**src/rtl/fpfc_pkg.sv**
```systemverilog
// ----------------------------------------------------------------------------
// Front-light probe and fault controller package
// Shared types, command and mode codes, and the percent-to-duty scaling.
// ----------------------------------------------------------------------------
package fpfc_pkg;

  // Duty resolution of the PWM channels and the full-scale duty.
  localparam int DUTY_BITS = 8;
  localparam int FULL_DUTY = (1 << DUTY_BITS) - 1;

  // Field widths.
  localparam int CMD_W   = 3;
  localparam int VALUE_W = 8;
  localparam int PCT_W   = 7;
  localparam int COUNT_W = 16;
  localparam int DUTY_W  = 8;
  localparam int CFG_W   = 16;
  localparam int INDEX_W = 2;

  localparam logic [PCT_W-1:0]   PCT_MAX    = PCT_W'(100);
  localparam logic [PCT_W-1:0]   BRIGHT_RST = PCT_W'(10);
  localparam logic [PCT_W-1:0]   TEMP_RST   = PCT_W'(50);
  localparam logic [COUNT_W-1:0] COUNT_MAX  = '1;

  // Division by 100 through a reciprocal multiply. The shift leaves an error
  // below 1/128 over the whole product range, so the floor is exact.
  localparam int PROD_W      = DUTY_BITS + PCT_W;
  localparam int RECIP_SHIFT = PROD_W + 7;
  localparam int RECIP_W     = RECIP_SHIFT - 6;
  localparam int RECIP       = (1 << RECIP_SHIFT) / 100 + 1;
  localparam int QUOT_W      = PROD_W + RECIP_W;

  // Configuration register indexes.
  typedef enum logic [INDEX_W-1:0] {
    REG_MIN_BRIGHT = 2'd0,
    REG_PROBE_TO   = 2'd1,
    REG_SETTLE     = 2'd2
  } reg_index_t;

  // Input commands.
  typedef enum logic [CMD_W-1:0] {
    CMD_TICK    = 3'd0,
    CMD_ENABLE  = 3'd1,
    CMD_DISABLE = 3'd2,
    CMD_BRIGHT  = 3'd3,
    CMD_TEMP    = 3'd4
  } cmd_t;

  // Supervisor modes, reported as mode_status.
  typedef enum logic [2:0] {
    MODE_OFF    = 3'd0,
    MODE_PROBE  = 3'd1,
    MODE_SETTLE = 3'd2,
    MODE_ARMED  = 3'd3,
    MODE_FAULT  = 3'd4
  } mode_t;

  // Floor of pct * FULL_DUTY / 100, truncated to the duty field.
  function automatic logic [DUTY_W-1:0] scale_pct(input logic [PCT_W-1:0] pct);
    logic [PROD_W-1:0] prod;
    logic [QUOT_W-1:0] quot;
    prod = PROD_W'(pct) * PROD_W'(FULL_DUTY);
    quot = QUOT_W'(prod) * QUOT_W'(RECIP);
    return DUTY_W'(quot >> RECIP_SHIFT);
  endfunction

endpackage

```
**src/rtl/frontlight_probe_fault_controller.sv**
```systemverilog
// ----------------------------------------------------------------------------
// Front-light probe and fault controller
// Supervises the LED rail: probes regulation after enable, waits for the
// settle time, then watches the sense line for a fault.
// ----------------------------------------------------------------------------
// The result of an accepted item is loaded into the output register at the edge that accepts it.
// Throughput: one item per cycle while the input is not stalled; the supervisor state
// and the result register are both updated at the edge that accepts the item.
// The input is stalled only while a held result is itself stalled.
// Reset (rst, synchronous): mode off, rail off, no fault, brightness 10 %,
// colour temperature 50 %, sense history high, registers at their defaults.
module frontlight_probe_fault_controller (
  input  logic                         clk,
  input  logic                         rst,
  // Configuration write port
  input  logic                         cfg_write,
  input  logic [fpfc_pkg::INDEX_W-1:0] cfg_index,
  input  logic [fpfc_pkg::CFG_W-1:0]   cfg_data,
  // Item channel
  input  logic                         item_valid,
  output logic                         item_stall,
  input  logic [fpfc_pkg::CMD_W-1:0]   cmd,
  input  logic [fpfc_pkg::VALUE_W-1:0] value,
  input  logic                         sense_level,
  // Result channel
  output logic                         result_valid,
  input  logic                         result_stall,
  output logic                         rail_on,
  output logic [fpfc_pkg::DUTY_W-1:0]  bright_duty,
  output logic [fpfc_pkg::DUTY_W-1:0]  warm_duty,
  output logic [fpfc_pkg::DUTY_W-1:0]  cool_duty,
  output logic [2:0]                   mode_status,
  output logic                         fault_flag
);

  // Configuration registers.
  logic [fpfc_pkg::PCT_W-1:0]   bright_floor;
  logic [fpfc_pkg::COUNT_W-1:0] probe_timeout_ticks;
  logic [fpfc_pkg::COUNT_W-1:0] settle_ticks;

  // Supervisor state.
  fpfc_pkg::mode_t              mode, mode_next;
  logic [fpfc_pkg::PCT_W-1:0]   bright_pct, bright_pct_next;
  logic [fpfc_pkg::PCT_W-1:0]   temp_pct, temp_pct_next;
  logic [fpfc_pkg::COUNT_W-1:0] tick_count, tick_count_next;
  logic                         fault_latch, fault_latch_next;
  logic                         rail_state, rail_state_next;
  logic                         prev_sense, prev_sense_next;

  logic                         accept;
  logic [fpfc_pkg::COUNT_W-1:0] count_inc;
  logic                         falling, rising;
  logic [fpfc_pkg::PCT_W-1:0]   val_clamped;
  logic [fpfc_pkg::PCT_W-1:0]   bright_clamped;
  logic [fpfc_pkg::DUTY_W-1:0]  bright_duty_next, warm_duty_next, cool_duty_next;

  // A new item is taken whenever the result register is free or being drained.
  assign item_stall = result_valid && result_stall;
  assign accept     = item_valid && !item_stall;

  // Configuration writes; an index past the list is ignored.
  always_ff @(posedge clk) begin
    if (rst) begin
      bright_floor        <= fpfc_pkg::PCT_W'(1);
      probe_timeout_ticks <= fpfc_pkg::COUNT_W'(100);
      settle_ticks        <= fpfc_pkg::COUNT_W'(50);
    end else if (cfg_write) begin
      case (cfg_index)
        fpfc_pkg::REG_MIN_BRIGHT: bright_floor        <= cfg_data[fpfc_pkg::PCT_W-1:0];
        fpfc_pkg::REG_PROBE_TO:   probe_timeout_ticks <= cfg_data;
        fpfc_pkg::REG_SETTLE:     settle_ticks        <= cfg_data;
        default: ;
      endcase
    end
  end

  // Percent clamps for the brightness command and the enable.
  always_comb begin
    logic [fpfc_pkg::VALUE_W-1:0] raised;
    raised = (value < fpfc_pkg::VALUE_W'(bright_floor)) ?
             fpfc_pkg::VALUE_W'(bright_floor) : value;
    val_clamped = (raised > fpfc_pkg::VALUE_W'(fpfc_pkg::PCT_MAX)) ?
                  fpfc_pkg::PCT_MAX : raised[fpfc_pkg::PCT_W-1:0];
  end

  always_comb begin
    logic [fpfc_pkg::PCT_W-1:0] raised;
    raised = (bright_pct < bright_floor) ? bright_floor : bright_pct;
    bright_clamped = (raised > fpfc_pkg::PCT_MAX) ? fpfc_pkg::PCT_MAX : raised;
  end

  // Sense edges and the saturating tick counter.
  assign falling   = prev_sense && !sense_level;
  assign rising    = !prev_sense && sense_level;
  assign count_inc = (tick_count == fpfc_pkg::COUNT_MAX) ? tick_count
                                                         : tick_count + 1'b1;

  // Next state for the item being transferred in.
  always_comb begin
    mode_next        = mode;
    bright_pct_next  = bright_pct;
    temp_pct_next    = temp_pct;
    tick_count_next  = tick_count;
    fault_latch_next = fault_latch;
    rail_state_next  = rail_state;
    prev_sense_next  = prev_sense;
    case (cmd)
      fpfc_pkg::CMD_TICK: begin
        prev_sense_next = sense_level;
        case (mode)
          fpfc_pkg::MODE_PROBE: begin
            if (falling) begin
              tick_count_next = '0;
              mode_next = (settle_ticks == '0) ? fpfc_pkg::MODE_ARMED
                                               : fpfc_pkg::MODE_SETTLE;
            end else begin
              tick_count_next = count_inc;
              if (count_inc >= probe_timeout_ticks) begin
                fault_latch_next = 1'b1;
                rail_state_next  = 1'b0;
                mode_next        = fpfc_pkg::MODE_FAULT;
              end
            end
          end
          fpfc_pkg::MODE_SETTLE: begin
            tick_count_next = count_inc;
            if (count_inc >= settle_ticks) begin
              mode_next = fpfc_pkg::MODE_ARMED;
            end
          end
          fpfc_pkg::MODE_ARMED: begin
            if (rising) begin
              fault_latch_next = 1'b1;
              mode_next        = fpfc_pkg::MODE_FAULT;
            end
          end
          default: ;
        endcase
      end
      fpfc_pkg::CMD_ENABLE: begin
        fault_latch_next = 1'b0;
        bright_pct_next  = bright_clamped;
        rail_state_next  = 1'b1;
        tick_count_next  = '0;
        mode_next        = fpfc_pkg::MODE_PROBE;
      end
      fpfc_pkg::CMD_DISABLE: begin
        rail_state_next = 1'b0;
        tick_count_next = '0;
        mode_next       = fpfc_pkg::MODE_OFF;
      end
      fpfc_pkg::CMD_BRIGHT: begin
        bright_pct_next = val_clamped;
      end
      fpfc_pkg::CMD_TEMP: begin
        temp_pct_next = (value > fpfc_pkg::VALUE_W'(fpfc_pkg::PCT_MAX)) ?
                        fpfc_pkg::PCT_MAX : value[fpfc_pkg::PCT_W-1:0];
      end
      default: ;
    endcase
  end

  // Duties for the state after the item.
  always_comb begin
    bright_duty_next = '0;
    warm_duty_next   = '0;
    cool_duty_next   = '0;
    case (mode_next)
      fpfc_pkg::MODE_PROBE: begin
        bright_duty_next = fpfc_pkg::DUTY_W'(fpfc_pkg::FULL_DUTY);
        warm_duty_next   = fpfc_pkg::DUTY_W'(fpfc_pkg::FULL_DUTY);
        cool_duty_next   = fpfc_pkg::DUTY_W'(fpfc_pkg::FULL_DUTY);
      end
      fpfc_pkg::MODE_SETTLE, fpfc_pkg::MODE_ARMED: begin
        bright_duty_next = fpfc_pkg::scale_pct(bright_pct_next);
        warm_duty_next   = fpfc_pkg::scale_pct(temp_pct_next);
        cool_duty_next   = fpfc_pkg::scale_pct(fpfc_pkg::PCT_MAX - temp_pct_next);
      end
      default: ;
    endcase
  end

  // Supervisor state registers.
  always_ff @(posedge clk) begin
    if (rst) begin
      mode        <= fpfc_pkg::MODE_OFF;
      bright_pct  <= fpfc_pkg::BRIGHT_RST;
      temp_pct    <= fpfc_pkg::TEMP_RST;
      tick_count  <= '0;
      fault_latch <= 1'b0;
      rail_state  <= 1'b0;
      prev_sense  <= 1'b1;
    end else if (accept) begin
      mode        <= mode_next;
      bright_pct  <= bright_pct_next;
      temp_pct    <= temp_pct_next;
      tick_count  <= tick_count_next;
      fault_latch <= fault_latch_next;
      rail_state  <= rail_state_next;
      prev_sense  <= prev_sense_next;
    end
  end

  // Result register valid flag.
  always_ff @(posedge clk) begin
    if (rst) begin
      result_valid <= 1'b0;
    end else if (accept) begin
      result_valid <= 1'b1;
    end else if (!result_stall) begin
      result_valid <= 1'b0;
    end
  end

  // Result payload, loaded on every transfer in.
  always_ff @(posedge clk) begin
    if (accept) begin
      rail_on     <= rail_state_next;
      bright_duty <= bright_duty_next;
      warm_duty   <= warm_duty_next;
      cool_duty   <= cool_duty_next;
      mode_status <= mode_next;
      fault_flag  <= fault_latch_next;
    end
  end

  // A reported fault mode always carries the latched fault.
  assert property (@(posedge clk) disable iff (rst)
    result_valid && (mode_status == fpfc_pkg::MODE_FAULT) |-> fault_flag)
    else $error("fault mode reported without the fault flag");

  // Probing always shows a powered rail at full duty.
  assert property (@(posedge clk) disable iff (rst)
    result_valid && (mode_status == fpfc_pkg::MODE_PROBE) |->
      rail_on && (bright_duty == fpfc_pkg::DUTY_W'(fpfc_pkg::FULL_DUTY)))
    else $error("probe result without rail or full duty");

  // Off mode shows an unpowered rail and dark channels.
  assert property (@(posedge clk) disable iff (rst)
    result_valid && (mode_status == fpfc_pkg::MODE_OFF) |->
      !rail_on && (bright_duty == '0) && (warm_duty == '0) && (cool_duty == '0))
    else $error("off result with rail or duty active");

  // Every item taken in yields a result in the next cycle.
  assert property (@(posedge clk) disable iff (rst)
    accept |=> result_valid)
    else $error("accepted item produced no result");

endmodule

```
**config.mk**
```make
export PLATFORM = sky130hd
export DESIGN_NAME = frontlight_probe_fault_controller
export DESIGN_NICKNAME = d
export VERILOG_FILES = /design/src/rtl/fpfc_pkg.sv /design/src/rtl/frontlight_probe_fault_controller.sv
export SDC_FILE = /design/constraint.sdc
export NUM_CORES = 1
export LEC_CHECK = 0
export ABC_AREA = 0
export BUFFER_PORTS_ARGS = -buffer_cell sky130_fd_sc_hd__buf_2
export CORE_UTILIZATION = 26
export CTS_CLUSTER_SIZE = 25
export DETAILED_ROUTE_END_ITERATION = 8
export PLACE_DENSITY = 0.46
export SYNTH_ARGS = -nofsm -noshare
export SYNTH_HDL_FRONTEND = slang
export SYNTH_SLANG_ARGS = --single-unit
```
**constraint.sdc**
```tcl
create_clock -name clk -period 18.3 [get_ports clk]
set_clock_uncertainty 0.1 [all_clocks]
set_input_delay 3.66 -clock clk [delete_from_list [all_inputs] [get_ports clk]]
set_output_delay 3.66 -clock clk [all_outputs]
set_load 0.02 [all_outputs]
```
# Yosys cells after proc, flatten, opt, wreduce, memory -nomap -nowiden
# Index checks and enable logic that the tools add are counted.
# totals
reg_bits	105
in_bits	35
# op_classes
n_mul	6
order_cmp	7
n_mux	32
n_reduce_logical	18
addsub	2
n_eq_ne	15
# op_table
operator	n
15-bit by 13-bit multiplier with 27-bit output, second input constant	3
16-bit case mux with 2 select lines	2
8-bit case mux with 2 select lines	3
7-bit by 8-bit multiplier with 15-bit output, second input constant	3
7-bit two-way mux	5
16-bit >= comparator	2
16-bit two-way mux	2
3-bit by 2-bit == test with 1-bit output, second input constant	6
3-bit case mux with 3 select lines	2
16-bit by 1-bit adder with 16-bit output, second input constant	1
16-bit == test, second input constant	1
8-bit by 7-bit greater-than comparator with 1-bit output, second input constant	2
16-bit logical NOT	1
7-bit case mux with 2 select lines	1
3-bit two-way mux	4
3-bit by 1-bit == test with 1-bit output, second input constant	3
1-bit two-way mux	9
8-bit by 7-bit less-than comparator with 1-bit output	1
8-bit two-way mux	1
2-bit AND reduction	4
7-bit greater-than comparator, second input constant	1
7-bit less-than comparator	1
7-bit subtractor, first input constant	1
1-bit logical AND	4
other kinds (13)	17

# Logic depth before layout (Yosys ltp)
# Gate-level depths: netlist of the first run.
# depth
depth_word	10
mapped_depth	47

# Worst setup path after synthesis of the first run
# No wires, ideal clock.
# synth_path
kind	input to register
start	input port cmd[0] (netlist bit)
end	register cool_duty[6] (netlist bit), data pin
slack_ps	3528
path_stages	37
n_path_buf	1
t_required_ps	17944
t_arrival_ps	14417
path_cell_list	buf_2 nor2_1 nand2_1 nor3_1 a22oi_1 ha_1 a21oi_1 o21ai_0 xor2_1 inv_1 fa_1 inv_1 fa_1 inv_1 fa_1 fa_1 ha_1 or3_1 o21ai_0 a21oi_1 and4_4 a2111oi_4 xnor2_1 fa_1 ha_1 fa_1 fa_1 fa_1 ha_1 a2111oi_0 o21ai_1 a31o_2 a41oi_2 o21ai_1 a21o_1 a211o_1 a31o_2
# synth_between
elab_chain_len	6
word_cells_on_any_way	14
# synth_lines
item	line_no	rtl
start: declaration	frontlight_probe_fault_controller.sv:22	input logic [fpfc_pkg::CMD_W-1:0] cmd,
3-bit == test	frontlight_probe_fault_controller.sv:107	case (cmd)
7-bit two-way mux	frontlight_probe_fault_controller.sv:107	
7-bit subtractor	frontlight_probe_fault_controller.sv:177	cool_duty_next = fpfc_pkg::scale_pct(fpfc_pkg::PCT_MAX - temp_pct_next);
7-bit by 8-bit multiplier with 15-bit output	fpfc_pkg.sv:62	prod = PROD_W'(pct) * PROD_W'(FULL_DUTY);
15-bit by 13-bit multiplier with 27-bit output	fpfc_pkg.sv:63	quot = QUOT_W'(prod) * QUOT_W'(RECIP);
8-bit case mux with 2 select lines (*)	frontlight_probe_fault_controller.sv:168	case (mode_next)
via cool_duty_next, one bit	frontlight_probe_fault_controller.sv:55	logic [fpfc_pkg::DUTY_W-1:0] bright_duty_next, warm_duty_next, cool_duty_next;
end signal: assignment	frontlight_probe_fault_controller.sv:221	cool_duty <= cool_duty_next;
end: declaration	frontlight_probe_fault_controller.sv:31	output logic [fpfc_pkg::DUTY_W-1:0] cool_duty,
# The timed path passes the listed nets; every way through them passes the cells marked *.
# A chain may end at the register's enable or synchronous reset.

# Final worst setup path of the first run
# layout_path
start	input port cmd[1] (netlist bit)
end	register cool_duty[6] (netlist bit), data pin
# layout_between
elab_chain_len	6
word_cells_on_any_way	14
# layout_lines
item	line_no	rtl
3-bit == test	frontlight_probe_fault_controller.sv:107	
7-bit two-way mux	frontlight_probe_fault_controller.sv:107	
via temp_pct_next, one bit	frontlight_probe_fault_controller.sv:44	logic [fpfc_pkg::PCT_W-1:0] temp_pct, temp_pct_next;
7-bit subtractor	frontlight_probe_fault_controller.sv:177	
7-bit by 8-bit multiplier with 15-bit output	fpfc_pkg.sv:62	
15-bit by 13-bit multiplier with 27-bit output	fpfc_pkg.sv:63	
8-bit case mux with 2 select lines	frontlight_probe_fault_controller.sv:168	
via cool_duty_next, one bit	frontlight_probe_fault_controller.sv:55	
# The timed path passes the listed nets, and every way through them passes these cells.

==> reports/metrics.cfg, run 1 <==
[setup_path]
crit_path_frequent_cell = fa_1
critical_path_required_ns = 18.35
end_kind = flop
slowest_stage = fa_1
cp_max_fo = 14
startpoint_type = input pin
path_class = input pin to flop
crit_arrival_ns = 15.30
slowest_delay_ns = 0.59

[grt]
grt_use_total_pct = 12.22
antenna_found_initial = 3
grt_pass1_wl_um = 77620
gr-total-overflow = 0
grt_max_degree = 78
grt_pass1_vias = 15020

[drt]
avgRoutedWirePerCell_um = 14.11
antenna_left = 0
vias = 14210
dr.pass1.iters = 5
viasPerCell = 4.347
drt_wl_total_um = 46120
drc = 0
initialDrtViolationCount = 487

[timing]
slew_headroom_pct = 24.53
min_period_ns = 15.26
finalSetupTns_ns = 0
max_freq_mhz = 65.55
maxSlewViolCount = 0
hold_viol_final = 0
period_share_pct = 83.37
rsz0062_at_grt = no
setup_viol = 0
tightest_slew_ns = 1.103

[clock_network]
cts_buffers = 9
clock_latency_ns = 0.38
postCtsSetupBuffers = 0
clkTransAtPathRegs_ns = 0.09
cts_tree = yes
cts_root_buf = clkbuf_16
clockBufferDepth = 2
cts_hold_buffers = 0
cts.repair.resized = 0
ctsHtreeMaxLevel = 3
clock-sinks = 105

[logic_synthesis]
synth_edf_count = 29
async_flop_share_pct = 0
ys_ff_latch = 105
synth-main-ff-cell = dfxtp_1
synth_nets = 2909
yosys_warnings = 0
ys_seq_area_share_pct = 11.87
synth_area_um2 = 20150
synth_area_per_cell_um2 = 9.260
postSynthCellCount = 2176
yosysUniqueCellTypes = 74

[job]
max_cap_viol_count = 0

[floorplan]
die_y_um = 280.4
fp.dieW_um = 280.4
start_util_pct = 26.40
io_pins = 66
die_area_um2 = 78620
rows = 101
core_area_um2 = 76330

[place]
place_inst = 3252
hpwl_um = 39930
place_congestion = 0.8272
portBuffers = 65

[min_path]
hold_class = flop to flop

[finish]
final_cell_mix = 515 x inv_1, 447 x ha_1, 251 x fa_1, 116 x nand2_1, 110 x nor2_1
layout.cells.non_filler = 3268
final_common_cell = inv_1
nFillCells = 8240
n_antenna_cell = 0
syn_to_final_growth_pct = 9.445
nets = 2966
final_layout_size_suffix_gt1_share_pct = 5.451

[status]
status = finished clean

final cells by class:
| type | instances | area (um2) | area share, % |
|---|---|---|---|
| Multi-Input combinational cell | 1522 | 15700 | 71.18 |
| Timing Repair Buffer | 79 | 430.4 | 1.952 |
| Inverter | 516 | 1937 | 8.783 |
| Clock buffer | 11 | 254.0 | 1.152 |
| Sequential cell | 105 | 2392 | 10.85 |
| Clock inverter | 5 | 52.55 | 0.2383 |
| Tap cell | 1030 | 1289 | 5.844 |
cell families after synthesis:
| logic type | count (synthesis) | synth area share, % |
|---|---|---|
| AOI/OAI and AO/OA | 324 | 10.86 |
| xor gates and xnor gates | 105 | 4.775 |
| and+or+nand+nor | 386 | 9.035 |
| muxes | 9 | 0.4719 |
| buffers and inverters | 549 | 10.29 |
| adders and majority gates | 698 | 52.69 |
| DFF | 105 | 11.87 |
stage by stage:
| step | setup WS, ns | util (%) | hold WS, ns | area (um2) |
|---|---|---|---|---|
| after floorplan | 3.528 | - | 0.3353 | 20150 |
| after global placement | 2.920 | 28.49 | 0.3469 | 21750 |
| after detailed placement | 2.599 | 28.49 | 0.3484 | 21750 |
| after CTS | 3.030 | 28.89 | 0.3611 | 22050 |
| after global routing | 2.235 | 28.89 | 0.3842 | 22050 |
| final | 3.044 | 28.89 | 0.3568 | 22050 |
cells in the mapped netlist (27+ instances only):
cell type | instances | share of area [%]
xnor2_1 | 66 | 2.9
inv_1 | 516 | 9.6
dfxtp_1 | 76 | 7.6
o21ai_0 | 40 | 0.99
nor3_1 | 27 | 0.67
a21oi_1 | 96 | 2.4
nand3_1 | 27 | 0.67
ha_1 | 447 | 28
nand2_1 | 116 | 2.2
edfxtp_1 | 29 | 4.3
fa_1 | 251 | 25
a21o_1 | 59 | 2.2
nor2_1 | 111 | 2.1
xor2_1 | 35 | 1.5
worst paths after layout:
check / start / endpoint / slack (ns) / cells after the start
worst max-delay path: cmd[1] / cool_duty[6]$_DFFE_PP_ / 3.04 / 38
worst min-delay path: settle_ticks[10]$_SDFFE_PP0P_ / settle_ticks[10]$_SDFFE_PP0P_ / 0.36 / 2
worst max register to register: bright_floor[1]$_SDFFE_PP0P_ / bright_duty[7]$_DFFE_PP_ / 6.48 / 43
worst min register to register: settle_ticks[10]$_SDFFE_PP0P_ / settle_ticks[10]$_SDFFE_PP0P_ / 0.36 / 2
flip-flops by register name, indices dropped and copies added (netlist names), 7 cells and up:
name and flops:
warm_duty 8, probe_timeout_ticks 16, temp_pct 7, tick_count 16, bright_floor 7, bright_duty 8
settle_ticks 16, bright_pct 7, cool_duty 8
metal layers:
layer	vias up	share of wire, %	global-route usage [%]
met3	23	2.6	1.549
li1	7187	-	-
met4	6	0.88	1.597
met5	-	0.087	0
met2	141	44	19.28
met1	6848	52	18.04
critical path: cells and delay by family:
family / cells / cell delay [ns]
AO/OA/AOI/OAI: 14 / 3.30
XOR/XNOR: 2 / 0.82
adder cells (fa/ha/maj): 12 / 5.31
buffers and inverters: 5 / 0.77
AND/OR/NAND/NOR: 5 / 1.39
Power of run 1 is not shown: default switching activity piles up to over one toggle a cycle in this logic, so the estimate is an artifact.
==> run 2, diff against run 1 <==
Settings changed: PLACE_DENSITY 0.46 to 0.47.
Clock period 18.3 ns to 12.9 ns, I/O delays scaled along.
==> reports/metrics.cfg, run 2 (same netlist as run 1, synthesis figures left out) <==
[timing]
min_period_ns = 12.47
max_freq_mhz = 80.20
hold_viol_final = 0  ; unchanged
slew_headroom_pct = 18.97  ; -5.6 points
layout_setup_ws_ns = 0.4315  ; -2.612 ns
period_share_pct = 96.65
setup_viol = 0  ; unchanged
maxSlewViolCount = 0  ; unchanged
tightest_slew_ns = 1.211  ; +0.1075 ns

[floorplan]
core_area_um2 = 76330  ; unchanged
die_area_um2 = 78620  ; unchanged
die_y_um = 280.4  ; unchanged
rows = 101  ; unchanged
start_util_pct = 26.40  ; unchanged
fp.dieW_um = 280.4  ; unchanged
io_pins = 66  ; unchanged

[place]
portBuffers = 65  ; unchanged
place_congestion = 0.8979  ; +8.5%
dp_slack_ns = -0.4164  ; -3.015 ns
hpwl_um = 41360  ; +3.6%

[setup_path]
slowest_stage = fa_1
critPathBufInv = 5  ; unchanged
cpLargestDelayFamily = adder cells
crit_path_frequent_cell = fa_1
slowest_delay_ns = 0.61  ; +0.02 ns
path_class = input pin to flop
end_kind = flop
crit_arrival_ns = 12.51  ; -2.79 ns
cp_max_fo = 5  ; -9
critical_path_required_ns = 12.94  ; -5.41 ns
startpoint_type = input pin

[grt]
gr-total-overflow = 0  ; unchanged
grt_pass1_vias = 15510  ; +3.3%
grt_max_degree = 78  ; unchanged
grt_pass1_wl_um = 79650  ; +2.6%
antenna_found_initial = 1  ; -2
grt_use_total_pct = 12.48  ; +0.25 points

[finish]
nets = 3096  ; +4.4%
n_antenna_cell = 0  ; unchanged
reg_top3 = probe_timeout_ticks: 16 flops, settle_ticks: 16 flops, tick_count: 16 flops
final_common_cell = inv_1
final_layout_size_suffix_gt1_share_pct = 11.78  ; +6.3 points
syn_to_final_growth_pct = 15.20
final_cell_mix = 514 x inv_1, 445 x ha_1, 250 x fa_1, 144 x buf_4, 115 x nand2_1

[drt]
drc = 0  ; unchanged
dr.pass1.iters = 5  ; unchanged
initialDrtViolationCount = 544  ; +12%
avgRoutedWirePerCell_um = 13.97  ; -1.0%
vias = 14710  ; +3.5%
viasPerCell = 4.328  ; -0.44%
antenna_left = 0  ; unchanged
drt_wl_total_um = 47460  ; +2.9%

[clock_network]
clock-sinks = 105  ; unchanged
clock_latency_ns = 0.38  ; about the same
ctsHtreeMaxLevel = 3  ; unchanged
cts_tree = yes
clkTransAtPathRegs_ns = 0.09  ; about the same
clockBufferDepth = 2  ; unchanged
cts_buffers = 9  ; unchanged
cts_root_buf = clkbuf_16

[status]
status = finished clean

[job]
max_cap_viol_count = 0  ; unchanged

[min_path]
hold_class = flop to flop

## run 2: cell count changes in the layout (fill, tap and decap cells not counted), sizes merged
cell      before  now
inv          519  520
clkinvlp       1    0
clkbuf        11   10
clkinv         1    2
buf           79  208
bufinv         0    1
## run 2: area by class of cell
| type | count | area [um2] |
|---|---|---|
| flip-flops and latches | 105 | 2392 |
| multi-input cells | 1522 | 15860 |
| inverters | 516 | 1937 |
| well taps | 1030 | 1289 |
| repair buffers | 209 | 1409 |
| clock inverters | 7 | 96.34 |
| fillers | 8137 | 53120 |
| clock buffers | 9 | 225.2 |
## run 2: final timing paths
path                                                          start                                  end  slack (ns)  depth (start not counted)
worst max-delay path                                       value[5]               cool_duty[6]$_DFFE_PP_        0.43                         38
worst min-delay path            probe_timeout_ticks[4]$_SDFFE_PP0P_  probe_timeout_ticks[4]$_SDFFE_PP0P_        0.36                          2
worst max register to register         bright_floor[1]$_SDFFE_PP0P_             bright_duty[7]$_DFFE_PP_        2.29                         46
worst min register to register  probe_timeout_ticks[4]$_SDFFE_PP0P_  probe_timeout_ticks[4]$_SDFFE_PP0P_        0.36                          2
## run 2: per-layer routing
metal	GRT usage [%]	share of wire (%)
met2	19.61	44
met4	1.639	0.76
met3	1.166	2.1
met1	18.72	53
met5	0	0
## run 2: repair_timing
item,in CTS,in global routing
endpoints found under the hold margin,0,0
buffers inserted,0,5
resized for setup,1,19
hold buffers,0,0
endpoints found under the setup margin,4,17
pin swaps,0,16
## run 2: worst reg2reg max path: cells and delay by family (launching register included)
family,cells,cell delay (ns)
AOI/OAI and AO/OA,16,2.83
xor gates and xnor gates,3,0.62
adders and majority gates,12,4.89
buffers and inverters,10,0.84
DFF,1,0.37
and+or+nand+nor,5,0.82
## run 2: per-stage QoR
step                TNS [ns]  utilization [%]  instance area, um2  cells  hold slack, ns
floorplan                  0                -               20210   2176          0.3353
global route        -0.03138            30.41               23210   3398          0.3756
global placement      -2.260            29.80               22740   3377          0.3460
CTS                        0            30.22               23070   3393          0.3597
detailed placement    -2.865            29.80               22740   3377          0.3477
finish                     0            30.41               23210   3398          0.3583
Power of run 2 is left out for the same reason.
==> run 3, diff against run 2 <==
Settings changed: BUFFER_PORTS_ARGS -buffer_cell sky130_fd_sc_hd__buf_2 to unset, DONT_BUFFER_PORTS set to 1.
==> reports/metrics.cfg, run 3 (same netlist as run 1, synthesis figures left out) <==
[timing]
max_freq_mhz = 80.35  ; +0.18%
setup_viol = 0  ; unchanged
maxSlewViolCount = 0  ; unchanged
min_period_ns = 12.45  ; -0.02289 ns
slew_headroom_pct = 24.30  ; +5.3 points
tightest_slew_ns = 1.131  ; -0.07968 ns
holdWs_ns = 0.3513  ; -0.006950 ns
period_share_pct = 96.48  ; -0.18 points
hold_viol_final = 0  ; unchanged

[grt]
grt_pass1_vias = 15250  ; -1.7%
grt_pass1_wl_um = 79310  ; -0.42%
top_usage_layer = met2
use_met1_pct = 17.64  ; -1.1 points
grt_use_total_pct = 12.43  ; -0.044 points
antenna_found_initial = 1  ; unchanged
met3_usage_pct = 2.132  ; +0.97 points
grt_max_degree = 78  ; unchanged
met2_usage_pct = 19.74  ; +0.13 points
gr-total-overflow = 0  ; unchanged

[finish]
fin_util_pct = 29.32  ; -1.1 points
nets = 2965  ; -4.2%
nFillCells = 8151  ; +0.17%
final_layout_size_suffix_gt1_share_pct = 6.661  ; -5.1 points
final_common_cell = inv_1
final_cell_mix = 514 x inv_1, 445 x ha_1, 250 x fa_1, 115 x nand2_1, 109 x nor2_1
regArea_um2 = 2392  ; unchanged
reg_top3 = probe_timeout_ticks: 16 flops, settle_ticks: 16 flops, tick_count: 16 flops
multi_input_area_um2 = 15880  ; about the same
syn_to_final_growth_pct = 11.07

[clock_network]
ctsHtreeMaxLevel = 3  ; unchanged
cts_hold_buffers = 0  ; unchanged
clock_latency_ns = 0.38  ; about the same
clkTransAtPathRegs_ns = 0.09  ; about the same
clock-sinks = 105  ; unchanged
cts_buffers = 9  ; unchanged
cts_root_buf = clkbuf_16
clockBufferDepth = 2  ; unchanged
cts_tree = yes

[floorplan]
fp.dieW_um = 280.4  ; unchanged
rows = 101  ; unchanged
core_area_um2 = 76330  ; unchanged
die_y_um = 280.4  ; unchanged
start_util_pct = 26.40  ; unchanged
die_area_um2 = 78620  ; unchanged
io_pins = 66  ; unchanged

[drt]
avgRoutedWirePerCell_um = 14.29  ; +2.4%
dr.pass1.iters = 5  ; unchanged
initialDrtViolationCount = 530  ; -2.6%
vias = 14260  ; -3.1%
viasPerCell = 4.362  ; +0.80%
drc = 0  ; unchanged
drt_wl_total_um = 46720  ; -1.6%
antenna_left = 0  ; unchanged

[job]
max_cap_viol_count = 0  ; unchanged

[setup_path]
cp_max_fo = 6  ; +1
r2r_setup_slack_ns = 2.25  ; -0.04 ns
slowest_stage = fa_1
critical_path_required_ns = 12.94  ; about the same
slowest_delay_ns = 0.55  ; -0.06 ns
end_kind = flop
crit_path_frequent_cell = fa_1
startpoint_type = input pin
crit_arrival_ns = 12.48  ; -0.03 ns
path_class = input pin to flop

[place]
hpwl_um = 40880  ; -1.2%
portBuffers = 0  ; -100%
place_congestion = 0.8560  ; -4.7%

[status]
status = finished clean

[min_path]
hold_class = flop to flop

==> run 3: final cells by class <==
cell class                      count  share of cell area [%]
Clock buffer                        9                   1.006
Sequential cell                   105                   10.69
Tap cell                         1030                   5.758
Clock inverter                      7                  0.3131
Antenna cell                        1                 0.01118
Inverter                          516                   8.654
Multi-Input combinational cell   1522                   70.95
Timing Repair Buffer               78                   2.616
==> run 3: repair_timing <==
item	4_1_cts	5_1_grt
gates resized for setup	0	19
setup buffers	0	3
endpoints found under the setup margin	0	12
==> run 3: stage by stage <==
step,cell area [um2],setup WS [ns],instances,TNS (ns)
2_1_floorplan,20210,0.01481,2176,0
3_3_place_gp,21940,-0.1002,3248,-0.3367
3_5_place_dp,21940,-0.1819,3248,-0.5660
4_1_cts,22240,0.2080,3264,0
5_1_grt,22380,-0.03740,3267,-0.03964
6_report,22380,0.4544,3268,0
==> run 3: worst paths after layout <==
path                                                     from                       endpoint  cells after the start
worst min-delay path            settle_ticks[12]$_SDFFE_PP0P_  settle_ticks[12]$_SDFFE_PP0P_                      2
worst min register to register  settle_ticks[12]$_SDFFE_PP0P_  settle_ticks[12]$_SDFFE_PP0P_                      2
worst max-delay path                                 value[1]         cool_duty[6]$_DFFE_PP_                     41
worst max register to register   bright_floor[1]$_SDFFE_PP0P_       bright_duty[7]$_DFFE_PP_                     45
==> run 3: worst max-delay path, delay by kind of cell <==
kind / cells / cell delay, ns
adder cells (fa/ha/maj): 12 / 4.75
AO/OA/AOI/OAI: 16 / 2.97
buffers and inverters: 8 / 0.94
AND/OR/NAND/NOR: 3 / 0.87
XOR/XNOR: 2 / 0.37
==> run 3: per-layer routing <==
layer	vias to the layer above	share of wire (%)
li1	7191	-
met1	6905	50
met2	129	45
met3	30	3.5
met4	0	1.4
met5	-	0
Power of run 3 is left out for the same reason.
